## config.mk

```make
export PLATFORM = sky130hd
export DESIGN_NAME = layout_cache_blob_validator_top
export DESIGN_NICKNAME = d
export VERILOG_FILES = /design/src/rtl/lcbv_pkg.sv /design/src/rtl/lcbv_parse.sv /design/src/rtl/lcbv_verdict.sv /design/src/rtl/layout_cache_blob_validator_top.sv
export VERILOG_INCLUDE_DIRS = /design/src /design/src/rtl
export SDC_FILE = /design/constraint.sdc
export NUM_CORES = 2
export LEC_CHECK = 0
export ABC_AREA = 0
export BUFFER_PORTS_ARGS = -buffer_cell sky130_fd_sc_hd__buf_4
export CORE_MARGIN = 2
export CORE_UTILIZATION = 65
export DETAILED_ROUTE_END_ITERATION = 16
export PLACE_DENSITY_LB_ADDON = 0.3
export SYNTH_ARGS = -nofsm -noshare
export SYNTH_HDL_FRONTEND = slang
export SYNTH_HIERARCHICAL = 1
export SYNTH_SLANG_ARGS = --single-unit
```

## constraint.sdc

```tcl
create_clock -name clk -period 21.2 [get_ports clk]
set_input_delay 0 -clock clk [delete_from_list [all_inputs] [get_ports clk]]
set_output_delay 0 -clock clk [all_outputs]
set_load 0.02 [all_outputs]
```

## src/rtl/layout_cache_blob_validator_top_assert.svh

```systemverilog
// Assertion macros for the layout cache blob validator.
// Used by layout_cache_blob_validator_top; expects clk and rst in scope.
`ifndef LAYOUT_CACHE_BLOB_VALIDATOR_TOP_ASSERT_SVH
`define LAYOUT_CACHE_BLOB_VALIDATOR_TOP_ASSERT_SVH
`ifndef SYNTHESIS
// Same-cycle implication
`define LCBV_ASSERT_IMP(lbl, ante, cons) \
  lbl: assert property (@(posedge clk) disable iff (rst) (ante) |-> (cons)) \
    else $error("lcbv assertion failed");
// Next-cycle implication
`define LCBV_ASSERT_NEXT(lbl, ante, cons) \
  lbl: assert property (@(posedge clk) disable iff (rst) (ante) |=> (cons)) \
    else $error("lcbv assertion failed");
`else
`define LCBV_ASSERT_IMP(lbl, ante, cons)
`define LCBV_ASSERT_NEXT(lbl, ante, cons)
`endif
`endif

```

## src/rtl/lcbv_pkg.sv

```systemverilog
// Shared types and constants for the layout cache blob validator.
// No dependencies; imported by every module of the block.
package lcbv_pkg;

  // Format limits and constants
  localparam int unsigned MAX_GLYPHS   = 4096;
  localparam int unsigned MAX_PAGES    = 256;
  localparam logic [31:0] BLOB_MAGIC   = 32'd1379419715;
  localparam logic [15:0] BLOB_VERSION = 16'd1;

  localparam logic [31:0] FNV_BASIS    = 32'h811C9DC5;
  localparam logic [31:0] FNV_PRIME    = 32'h01000193;
  localparam int unsigned CKSUM_OFFSET = 48;
  localparam int unsigned HDR_BYTES    = 52;
  localparam int unsigned GLYPH_REC_SZ = 20;
  localparam int unsigned PAGE_REC_SZ  = 8;

  // Byte counter, saturating
  localparam int unsigned POS_W = 24;
  localparam logic [POS_W-1:0] POS_MAX = {POS_W{1'b1}};

  // Widths of in-bound counts and of the size they imply
  localparam int unsigned GCNT_W = $clog2(MAX_GLYPHS + 1);
  localparam int unsigned PCNT_W = $clog2(MAX_PAGES + 1);
  localparam int unsigned NEED_W =
    $clog2(HDR_BYTES + GLYPH_REC_SZ * MAX_GLYPHS + PAGE_REC_SZ * MAX_PAGES + 1);
  localparam int unsigned CMP_W  = (NEED_W > POS_W) ? NEED_W : POS_W;

  // Result field widths
  localparam int unsigned GREC_W = 13;
  localparam int unsigned PREC_W = 9;
  localparam int unsigned REQ_W  = 17;

  // Header word slots (byte offset / 4)
  typedef enum logic [3:0] {
    W_MAGIC        = 4'd0,
    W_VERSION      = 4'd1,
    W_VIEWPORT     = 4'd2,
    W_FONT_PX      = 4'd3,
    W_BODY_INK     = 4'd4,
    W_LINK_INK     = 4'd5,
    W_FONT_SZ      = 4'd6,
    W_FONT_SUM     = 4'd7,
    W_TEXT_SZ      = 4'd8,
    W_TEXT_SUM     = 4'd9,
    W_GLYPHS       = 4'd10,
    W_PAGES        = 4'd11,
    W_CKSUM        = 4'(CKSUM_OFFSET / 4)
  } hdr_word_t;

  // Configuration register indexes
  typedef enum logic [2:0] {
    R_VIEWPORT     = 3'd0,
    R_FONT_PX      = 3'd1,
    R_BODY_INK     = 3'd2,
    R_LINK_INK     = 3'd3,
    R_FONT_SZ      = 3'd4,
    R_FONT_SUM     = 3'd5,
    R_TEXT_SZ      = 3'd6,
    R_TEXT_SUM     = 3'd7
  } cfg_reg_t;

  typedef enum logic [2:0] {
    ST_OK        = 3'd0,
    ST_BAD_SIZE  = 3'd1,
    ST_BAD_MAGIC = 3'd2,
    ST_MISMATCH  = 3'd3,
    ST_BAD_CKSUM = 3'd4
  } status_t;

  // Expected layout key
  typedef struct packed {
    logic [31:0] viewport;
    logic [15:0] font_px;
    logic [31:0] body_ink;
    logic [31:0] link_ink;
    logic [31:0] font_sz;
    logic [31:0] font_sum;
    logic [31:0] text_sz;
    logic [31:0] text_sum;
  } cfg_regs_t;

  typedef struct packed {
    logic [7:0] blob_byte;
    logic       last_byte;
  } blob_in_t;

  typedef struct packed {
    status_t            status;
    logic [GREC_W-1:0]  glyph_records;
    logic [PREC_W-1:0]  page_records;
    logic [REQ_W-1:0]   required_bytes;
  } result_t;

  // Snapshot of a finished blob, handed from parser to verdict stage
  typedef struct packed {
    logic [POS_W-1:0]   len;
    logic               magic_bad;
    logic               version_bad;
    logic               key_bad;
    logic               in_bound;
    logic [NEED_W-1:0]  need;
    logic [GCNT_W-1:0]  glyphs;
    logic [PCNT_W-1:0]  pages;
    logic [31:0]        cksum;
    logic [31:0]        hash;
  } fin_t;

endpackage

```

## src/rtl/lcbv_parse.sv

```systemverilog
// Header parser and body hash for the blob validator: one byte per cycle while accept is high.
// Depends on lcbv_pkg; hands a snapshot of each finished blob to lcbv_verdict.
module lcbv_parse
  import lcbv_pkg::*;
(
  input  logic      clk,
  input  logic      rst,
  input  logic      accept,
  input  blob_in_t  item,
  input  cfg_regs_t cfg,
  input  logic      fin_take,
  output logic      fin_valid,
  output fin_t      fin
);

  logic [POS_W-1:0]  pos, pos_next;
  logic [23:0]       word, word_next;
  logic              magic_bad, magic_bad_next;
  logic              version_bad, version_bad_next;
  logic              key_bad, key_bad_next;
  logic [31:0]       glyph_total, glyph_total_next;
  logic [31:0]       page_total, page_total_next;
  logic [31:0]       cksum, cksum_next;
  logic [31:0]       hash, hash_next;
  logic [NEED_W-1:0] need;
  logic              in_bound;

  logic              in_hdr;
  logic [1:0]        lane;
  logic [31:0]       word_full;
  logic              hash_en;
  logic [31:0]       hash_mix;
  fin_t              snap;

  // Size implied by the counts; settles long before the body starts
  always_ff @(posedge clk) begin
    if (rst) begin
      need     <= '0;
      in_bound <= 1'b1;
    end else begin
      need     <= NEED_W'(HDR_BYTES)
                + NEED_W'(glyph_total[GCNT_W-1:0]) * NEED_W'(GLYPH_REC_SZ)
                + NEED_W'(page_total[PCNT_W-1:0]) * NEED_W'(PAGE_REC_SZ);
      in_bound <= (glyph_total <= 32'(MAX_GLYPHS)) && (page_total <= 32'(MAX_PAGES));
    end
  end

  // Per-byte update of header fields and body hash
  always_comb begin
    in_hdr    = pos < POS_W'(HDR_BYTES);
    lane      = pos[1:0];
    word_full = {item.blob_byte, word};
    hash_mix  = hash ^ {24'd0, item.blob_byte};
    hash_en   = !in_hdr && in_bound && (CMP_W'(pos) < CMP_W'(need));

    word_next        = word;
    magic_bad_next   = magic_bad;
    version_bad_next = version_bad;
    key_bad_next     = key_bad;
    glyph_total_next = glyph_total;
    page_total_next  = page_total;
    cksum_next       = cksum;
    hash_next        = hash;

    if (in_hdr) begin
      unique case (lane)
        2'd0: word_next = {16'd0, item.blob_byte};
        2'd1: word_next = {8'd0, item.blob_byte, word[7:0]};
        2'd2: word_next = {item.blob_byte, word[15:0]};
        default: word_next = word;
      endcase
      if (lane == 2'd3) begin
        unique case (hdr_word_t'(pos[5:2]))
          W_MAGIC:        magic_bad_next   = word_full != BLOB_MAGIC;
          W_VERSION:      version_bad_next = word_full[15:0] != BLOB_VERSION;
          W_VIEWPORT:     key_bad_next = key_bad | (word_full != cfg.viewport);
          W_FONT_PX:      key_bad_next = key_bad | (word_full[15:0] != cfg.font_px);
          W_BODY_INK:     key_bad_next = key_bad | (word_full != cfg.body_ink);
          W_LINK_INK:     key_bad_next = key_bad | (word_full != cfg.link_ink);
          W_FONT_SZ:      key_bad_next = key_bad | (word_full != cfg.font_sz);
          W_FONT_SUM:     key_bad_next = key_bad | (word_full != cfg.font_sum);
          W_TEXT_SZ:      key_bad_next = key_bad | (word_full != cfg.text_sz);
          W_TEXT_SUM:     key_bad_next = key_bad | (word_full != cfg.text_sum);
          W_GLYPHS:       glyph_total_next = word_full;
          W_PAGES:        page_total_next  = word_full;
          W_CKSUM:        cksum_next       = word_full;
          default:        cksum_next       = cksum;
        endcase
      end
    end else if (hash_en) begin
      hash_next = hash_mix * FNV_PRIME;
    end

    pos_next = (pos != POS_MAX) ? pos + POS_W'(1) : pos;

    snap.len         = pos_next;
    snap.magic_bad   = magic_bad_next;
    snap.version_bad = version_bad_next;
    snap.key_bad     = key_bad_next;
    snap.in_bound    = in_bound;
    snap.need        = need;
    snap.glyphs      = glyph_total[GCNT_W-1:0];
    snap.pages       = page_total[PCNT_W-1:0];
    snap.cksum       = cksum_next;
    snap.hash        = hash_next;
  end

  // Blob state; cleared after the last byte
  always_ff @(posedge clk) begin
    if (rst || (accept && item.last_byte)) begin
      pos         <= '0;
      word        <= '0;
      magic_bad   <= 1'b0;
      version_bad <= 1'b0;
      key_bad     <= 1'b0;
      glyph_total <= '0;
      page_total  <= '0;
      cksum       <= '0;
      hash        <= FNV_BASIS;
    end else if (accept) begin
      pos         <= pos_next;
      word        <= word_next;
      magic_bad   <= magic_bad_next;
      version_bad <= version_bad_next;
      key_bad     <= key_bad_next;
      glyph_total <= glyph_total_next;
      page_total  <= page_total_next;
      cksum       <= cksum_next;
      hash        <= hash_next;
    end
  end

  // Snapshot register for the verdict stage
  always_ff @(posedge clk) begin
    if (rst) begin
      fin_valid <= 1'b0;
    end else if (accept && item.last_byte) begin
      fin_valid <= 1'b1;
    end else if (fin_take) begin
      fin_valid <= 1'b0;
    end
  end

  always_ff @(posedge clk) begin
    if (accept && item.last_byte) begin
      fin <= snap;
    end
  end

endmodule

```

## src/rtl/lcbv_verdict.sv

```systemverilog
// Verdict stage: turns a finished-blob snapshot into a status and counts.
// Depends on lcbv_pkg; fed by lcbv_parse, drives the result register.
module lcbv_verdict
  import lcbv_pkg::*;
(
  input  logic    clk,
  input  logic    rst,
  input  logic    fin_valid,
  input  fin_t    fin,
  input  logic    result_stall,
  output logic    fin_take,
  output logic    result_valid,
  output result_t result
);

  status_t status;
  result_t result_next;

  assign fin_take = fin_valid && (!result_valid || !result_stall);

  // Checks in the order the file format defines them
  always_comb begin
    priority if (fin.len < POS_W'(HDR_BYTES))           status = ST_BAD_SIZE;
    else if (fin.magic_bad)                             status = ST_BAD_MAGIC;
    else if (fin.version_bad)                           status = ST_MISMATCH;
    else if (!fin.in_bound)                             status = ST_BAD_SIZE;
    else if (CMP_W'(fin.len) < CMP_W'(fin.need))        status = ST_BAD_SIZE;
    else if (fin.key_bad)                               status = ST_MISMATCH;
    else if (fin.hash != fin.cksum)                     status = ST_BAD_CKSUM;
    else                                                status = ST_OK;

    result_next.status = status;
    if (status == ST_OK) begin
      result_next.glyph_records  = GREC_W'(fin.glyphs);
      result_next.page_records   = PREC_W'(fin.pages);
      result_next.required_bytes = REQ_W'(fin.need);
    end else begin
      result_next.glyph_records  = '0;
      result_next.page_records   = '0;
      result_next.required_bytes = '0;
    end
  end

  // Result register
  always_ff @(posedge clk) begin
    if (rst) begin
      result_valid <= 1'b0;
    end else if (fin_take) begin
      result_valid <= 1'b1;
    end else if (!result_stall) begin
      result_valid <= 1'b0;
    end
  end

  always_ff @(posedge clk) begin
    if (fin_take) begin
      result <= result_next;
    end
  end

endmodule

```

## src/rtl/layout_cache_blob_validator_top.sv

```systemverilog
// Layout cache blob validator, top level: config registers and stage wiring.
// Depends on lcbv_pkg, lcbv_parse, lcbv_verdict and the assertion header.
//
// Streams a layout cache blob in one byte per item, one item per clock while
// blob_stall is low, and gives one result item per blob after the byte marked
// last. The 52-byte header is checked against the magic, version and the
// expected layout key held in the configuration registers; the body is hashed
// with 32-bit FNV-1a (one constant multiply per byte) up to the size the header
// implies and compared with the stored checksum. The edge that takes the last
// byte snapshots the blob state; the verdict is then registered into the result
// register once that register is empty or not stalled. Bytes are taken in every
// cycle in which blob_stall is low; blob_stall rises only when a finished blob
// is still waiting behind a stalled result. Write the configuration registers
// only between blobs; cfg_ready is always high.
`include "layout_cache_blob_validator_top_assert.svh"

module layout_cache_blob_validator_top
  import lcbv_pkg::*;
(
  input  logic        clk,
  input  logic        rst,
  input  logic        blob_valid,
  output logic        blob_stall,
  input  blob_in_t    blob,
  output logic        result_valid,
  input  logic        result_stall,
  output result_t     result,
  input  logic        cfg_valid,
  output logic        cfg_ready,
  input  cfg_reg_t    cfg_index,
  input  logic [31:0] cfg_data
);

  cfg_regs_t cfg;
  logic      accept;
  logic      fin_valid;
  logic      fin_take;
  fin_t      fin;

  assign cfg_ready  = 1'b1;
  assign blob_stall = fin_valid && !fin_take;
  assign accept     = blob_valid && !blob_stall;

  // Expected layout key registers
  always_ff @(posedge clk) begin
    if (rst) begin
      cfg <= '0;
    end else if (cfg_valid) begin
      unique case (cfg_index)
        R_VIEWPORT:     cfg.viewport     <= cfg_data;
        R_FONT_PX:      cfg.font_px      <= cfg_data[15:0];
        R_BODY_INK:     cfg.body_ink     <= cfg_data;
        R_LINK_INK:     cfg.link_ink     <= cfg_data;
        R_FONT_SZ:      cfg.font_sz      <= cfg_data;
        R_FONT_SUM:     cfg.font_sum     <= cfg_data;
        R_TEXT_SZ:      cfg.text_sz      <= cfg_data;
        R_TEXT_SUM:     cfg.text_sum     <= cfg_data;
        default:        cfg.viewport     <= cfg.viewport;
      endcase
    end
  end

  lcbv_parse u_parse (
    .clk       (clk),
    .rst       (rst),
    .accept    (accept),
    .item      (blob),
    .cfg       (cfg),
    .fin_take  (fin_take),
    .fin_valid (fin_valid),
    .fin       (fin)
  );

  lcbv_verdict u_verdict (
    .clk          (clk),
    .rst          (rst),
    .fin_valid    (fin_valid),
    .fin          (fin),
    .result_stall (result_stall),
    .fin_take     (fin_take),
    .result_valid (result_valid),
    .result       (result)
  );

  // Input only backs up behind a finished blob that cannot move on
  `LCBV_ASSERT_IMP(a_stall_needs_fin, blob_stall, fin_valid && result_valid && result_stall)
  // A taken last byte always leaves a snapshot for the verdict stage
  `LCBV_ASSERT_NEXT(a_last_makes_fin, accept && blob.last_byte, fin_valid)
  // Failed blobs report no counts
  `LCBV_ASSERT_IMP(a_fail_zero, result_valid && (result.status != ST_OK), (result.glyph_records == '0) && (result.page_records == '0) && (result.required_bytes == '0))
  // A good blob always covers at least the header
  `LCBV_ASSERT_IMP(a_ok_size, result_valid && (result.status == ST_OK), result.required_bytes >= REQ_W'(HDR_BYTES))

endmodule

```

==> flow_summary.toml <==
[logic_synthesis]
ys_ff_latch = 608
synth_edf_count = 171
synthTopCellsByArea = "dfxtp_1 (25%), edfxtp_1 (15%), ha_1 (9.4%)"
async_reset_ff_frac = 0
post-synth-top-count-cell = "dfxtp_1"
syn_avg_cell_area_um2 = 9.78
syn_area_um2 = 34500
seq_area_frac_synth = 0.402
ys_types = 93
syn_inst = 3527
synthTopCellsByCount = "dfxtp_1 (437), nand2_1 (336), mux2i_1 (287)"
synth_warnings = 6
ys.flop_type = "dfxtp_1"
yosys.area.top_type = "dfxtp_1"
synth_top_cell_area_share = 0.254

[die]
die_w_um = 234
ioPinCount = 94
design.core.area_um2 = 52600
die_area_um2 = 54900
placementRows = 84
initial_core_util = 0.657
die_y_um = 234

[placed_design]
io_buffer_count = 92
dpl_cell_area_um2 = 35300
dp_hpwl_mm = 63.3
place_congestion = 0.976
dp_cells = 4109

[job]
maxCapViolCount = 0

[sta]
slew_viol_final = 0
slew_headroom = 0.209
worst_slew_pin_slew_ps = 1190
max_freq_mhz = 156
setup-violations-final = 0
fin_setup_tns_ps = 0
timing.hold.ws_ps = 176
fin_skew_ps = 24.4
hold_viol = 0
finalCritPeriodShare = 0.303
rsz0062_at_grt = "false"
min_period_ps = 6420

[worst_setup_path]
crit_type = "flip-flop to flip-flop"
crit_arrival_ps = 6780
rr_worst_depth = 19
r2r_slack_ps = 14780
crit_top_cell = "ha_1"
cpLargestDelayFamily = "adder cells"
end_kind = "flip-flop"
required_ps = 21560
slowest_delay_ps = 770
crit_path_top_delay_cell = "a2111oi_1"
crit_fanout = 7
timing.rr.end = "u_parse/fin[24]"
worstPathCellList = "xor2_1 > ha_1 > fa_1 > ha_1 > fa_1 > ha_1 > inv_1 > fa_1 > inv_1 > ha_1 > nor3_1 > nor2_1 > a211oi_1 > a211oi_1 > a2111oi_1 > nor2_1 > a31oi_1 > xor2_1 > o21ai_0"
cp_num_cells = 19
reg2reg_from = "u_parse/hash[7]"
cp_num_buf_inv = 2
crit_path_start_kind = "flip-flop"

[global_routing]
grt.overflow.total = 0
grt_pass1_vias = 26600
track_usage = 0.333
grt_max_degree = 120
antenna_found_initial = 1
grt_pass1_wl_mm = 143

[layout]
areaGrowthSynthToFinish_pct = 10.1
insertedDiodeCount = 0
final_nets = 3918
instances_no_fill = 4273
design_area_um2 = 38000
drive_above_1_share = 0.0870

[clocking]
numCtsBuffers = 60
clkLatencyLatePin_ps = 640
cts_resized = 0
root_buffer = "clkbuf_16"
cts_sinks = 608
cts_htree_levels = 2
tritoncts = "yes"
cts.reportedPaths.clkPinSlew_ps = 60
cts_buffer_depth = 3
hold_buffers = 49
postCtsSetupBuffers = 0

[route]
dr_total_vias = 26200
ant_nets = 0
dr.first_iter.drc_count = 2348
wirelength_mm = 91.8
drt-wirelength-per-cell_um = 21.5
routed_via_density = 6.13
dr.pass1.iters = 8
drc = 0

[power_and_ir_drop]
p_leak_nw = 16.5
powerDensity_nw_per_um2 = 73.6
ir_worst_vdd_mv = 0.0671

[worst_hold_path]
min-delay-start = "blob_valid"
hp-class = "primary input to flip-flop"
min_delay_path_depth = 5
holdPathEnd = "u_parse/hash[3]"

[status]
status = "finished, final reports clean"
-- flip-flops by register name, summed over array words and instances (netlist names) --
| name | flops |
|---|---|
| u_parse/magic_bad | 1 |
| u_parse/hash | 32 |
| cfg | 240 |
| u_parse/in_bound | 1 |
| u_parse/pos | 24 |
| u_parse/glyph_total | 32 |
| u_parse/fin | 129 |
| u_parse/cksum | 32 |
| u_parse/word | 24 |
| u_parse/need | 15 |
| u_parse/page_total | 32 |
| u_verdict/result | 42 |
| u_parse/version_bad | 1 |
| u_verdict/result_valid | 1 |
| u_parse/fin_valid | 1 |
| u_parse/key_bad | 1 |
-- layout by cell type (no fill, tap or decap), types with 8 or more instances in the layout --
cell type	netlist	final
dfxtp_1	437	435
nand2_1	336	336
mux2i_1	287	287
nand2b_1	285	285
ha_1	260	260
inv_1	257	257
a21oi_1	192	192
edfxtp_1	171	171
nor2_1	145	143
buf_4	12	131
xor2_1	93	93
xnor2_1	88	88
o21ai_0	86	86
fa_1	76	76
clkbuf_16	0	64
nand3_1	55	55
dlygate4sd3_1	0	49
and4_1	46	46
nand4_1	40	40
mux2_2	40	40
nor4_1	36	36
nor3_1	34	34
a21o_1	26	26
nor2b_1	25	22
a22oi_1	20	20
a31oi_1	19	19
and2_1	16	16
o22ai_1	15	15
and3_1	14	14
a211oi_1	14	14
a221oi_1	12	12
clkinv_2	0	10
a22o_1	10	10
bufinv_16	0	9
clkinv_1	1	9
clkbuf_1	134	9
or2_2	9	8
o21a_1	8	8
or3_1	8	8
nor3b_1	8	8
-- routing by layer --
layer	GRT usage	routed length, um	up-vias	share of wire
met5	0	11	-	0.00012
met4	0.143	4070	2	0.044
met3	0.0490	6660	267	0.073
met2	0.568	43800	1088	0.48
met1	0.423	37300	12700	0.41
li1	-	-	12100	-
-- power breakdown --
group / internal (mW) / leakage [nW] / switching (mW)
registers: 1.22 / 5.11 / 0.0183
logic: 0.159 / 10.4 / 0.249
clock network: 0.685 / 1.06 / 0.467
-- cells by family after synthesis --
group | Yosys count | synth area share
flip-flops | 608 | 0.402
AO/OA/AOI/OAI | 480 | 0.0883
buffers and inverters | 498 | 0.0596
adder cells (fa/ha/maj) | 336 | 0.138
multiplexers | 327 | 0.0963
other | 2 | 0.000218
AND/OR/NAND/NOR | 1094 | 0.168
XOR/XNOR | 182 | 0.0466
-- cell type report --
cell class | instances | area (um2)
Clock buffer | 80 | 1730
Clock inverter | 34 | 432
Fill cell | 3728 | 14600
Inverter | 259 | 972
Multi-Input combinational cell | 2422 | 18600
Sequential cell | 608 | 13900
Tap cell | 688 | 861
Timing Repair Buffer | 182 | 1500
-- worst max-delay path by stage --
| stage | from | endpoint | slack (ps) |
|---|---|---|---|
| floorplan | u_verdict/result_valid | u_parse/hash[16] | 10630 |
| global placement | u_parse/hash[7] | u_parse/fin[24] | 14840 |
| detailed placement | u_parse/hash[7] | u_parse/fin[24] | 14790 |
| CTS | u_parse/hash[7] | u_parse/fin[24] | 14770 |
| global route | u_parse/hash[7] | u_parse/fin[24] | 14400 |
| finish | u_parse/hash[7] | u_parse/fin[24] | 14780 |
-- worst min-delay path, delay by kind of cell --
kind,cells,cell delay (ps)
simple gates,2,240
buf+inv,2,420
compound gates,1,60
-- per-stage QoR --
step            util  power [mW]  setup WS (ps)
2_1_floorplan      -        1.54          10630
3_3_place_gp   0.672        1.64          14840
3_5_place_dp   0.672        1.66          14790
4_1_cts        0.723        2.80          14770
5_1_grt        0.723        2.89          14400
6_report       0.723        2.80          14780
(Power assumes the default switching activity.)
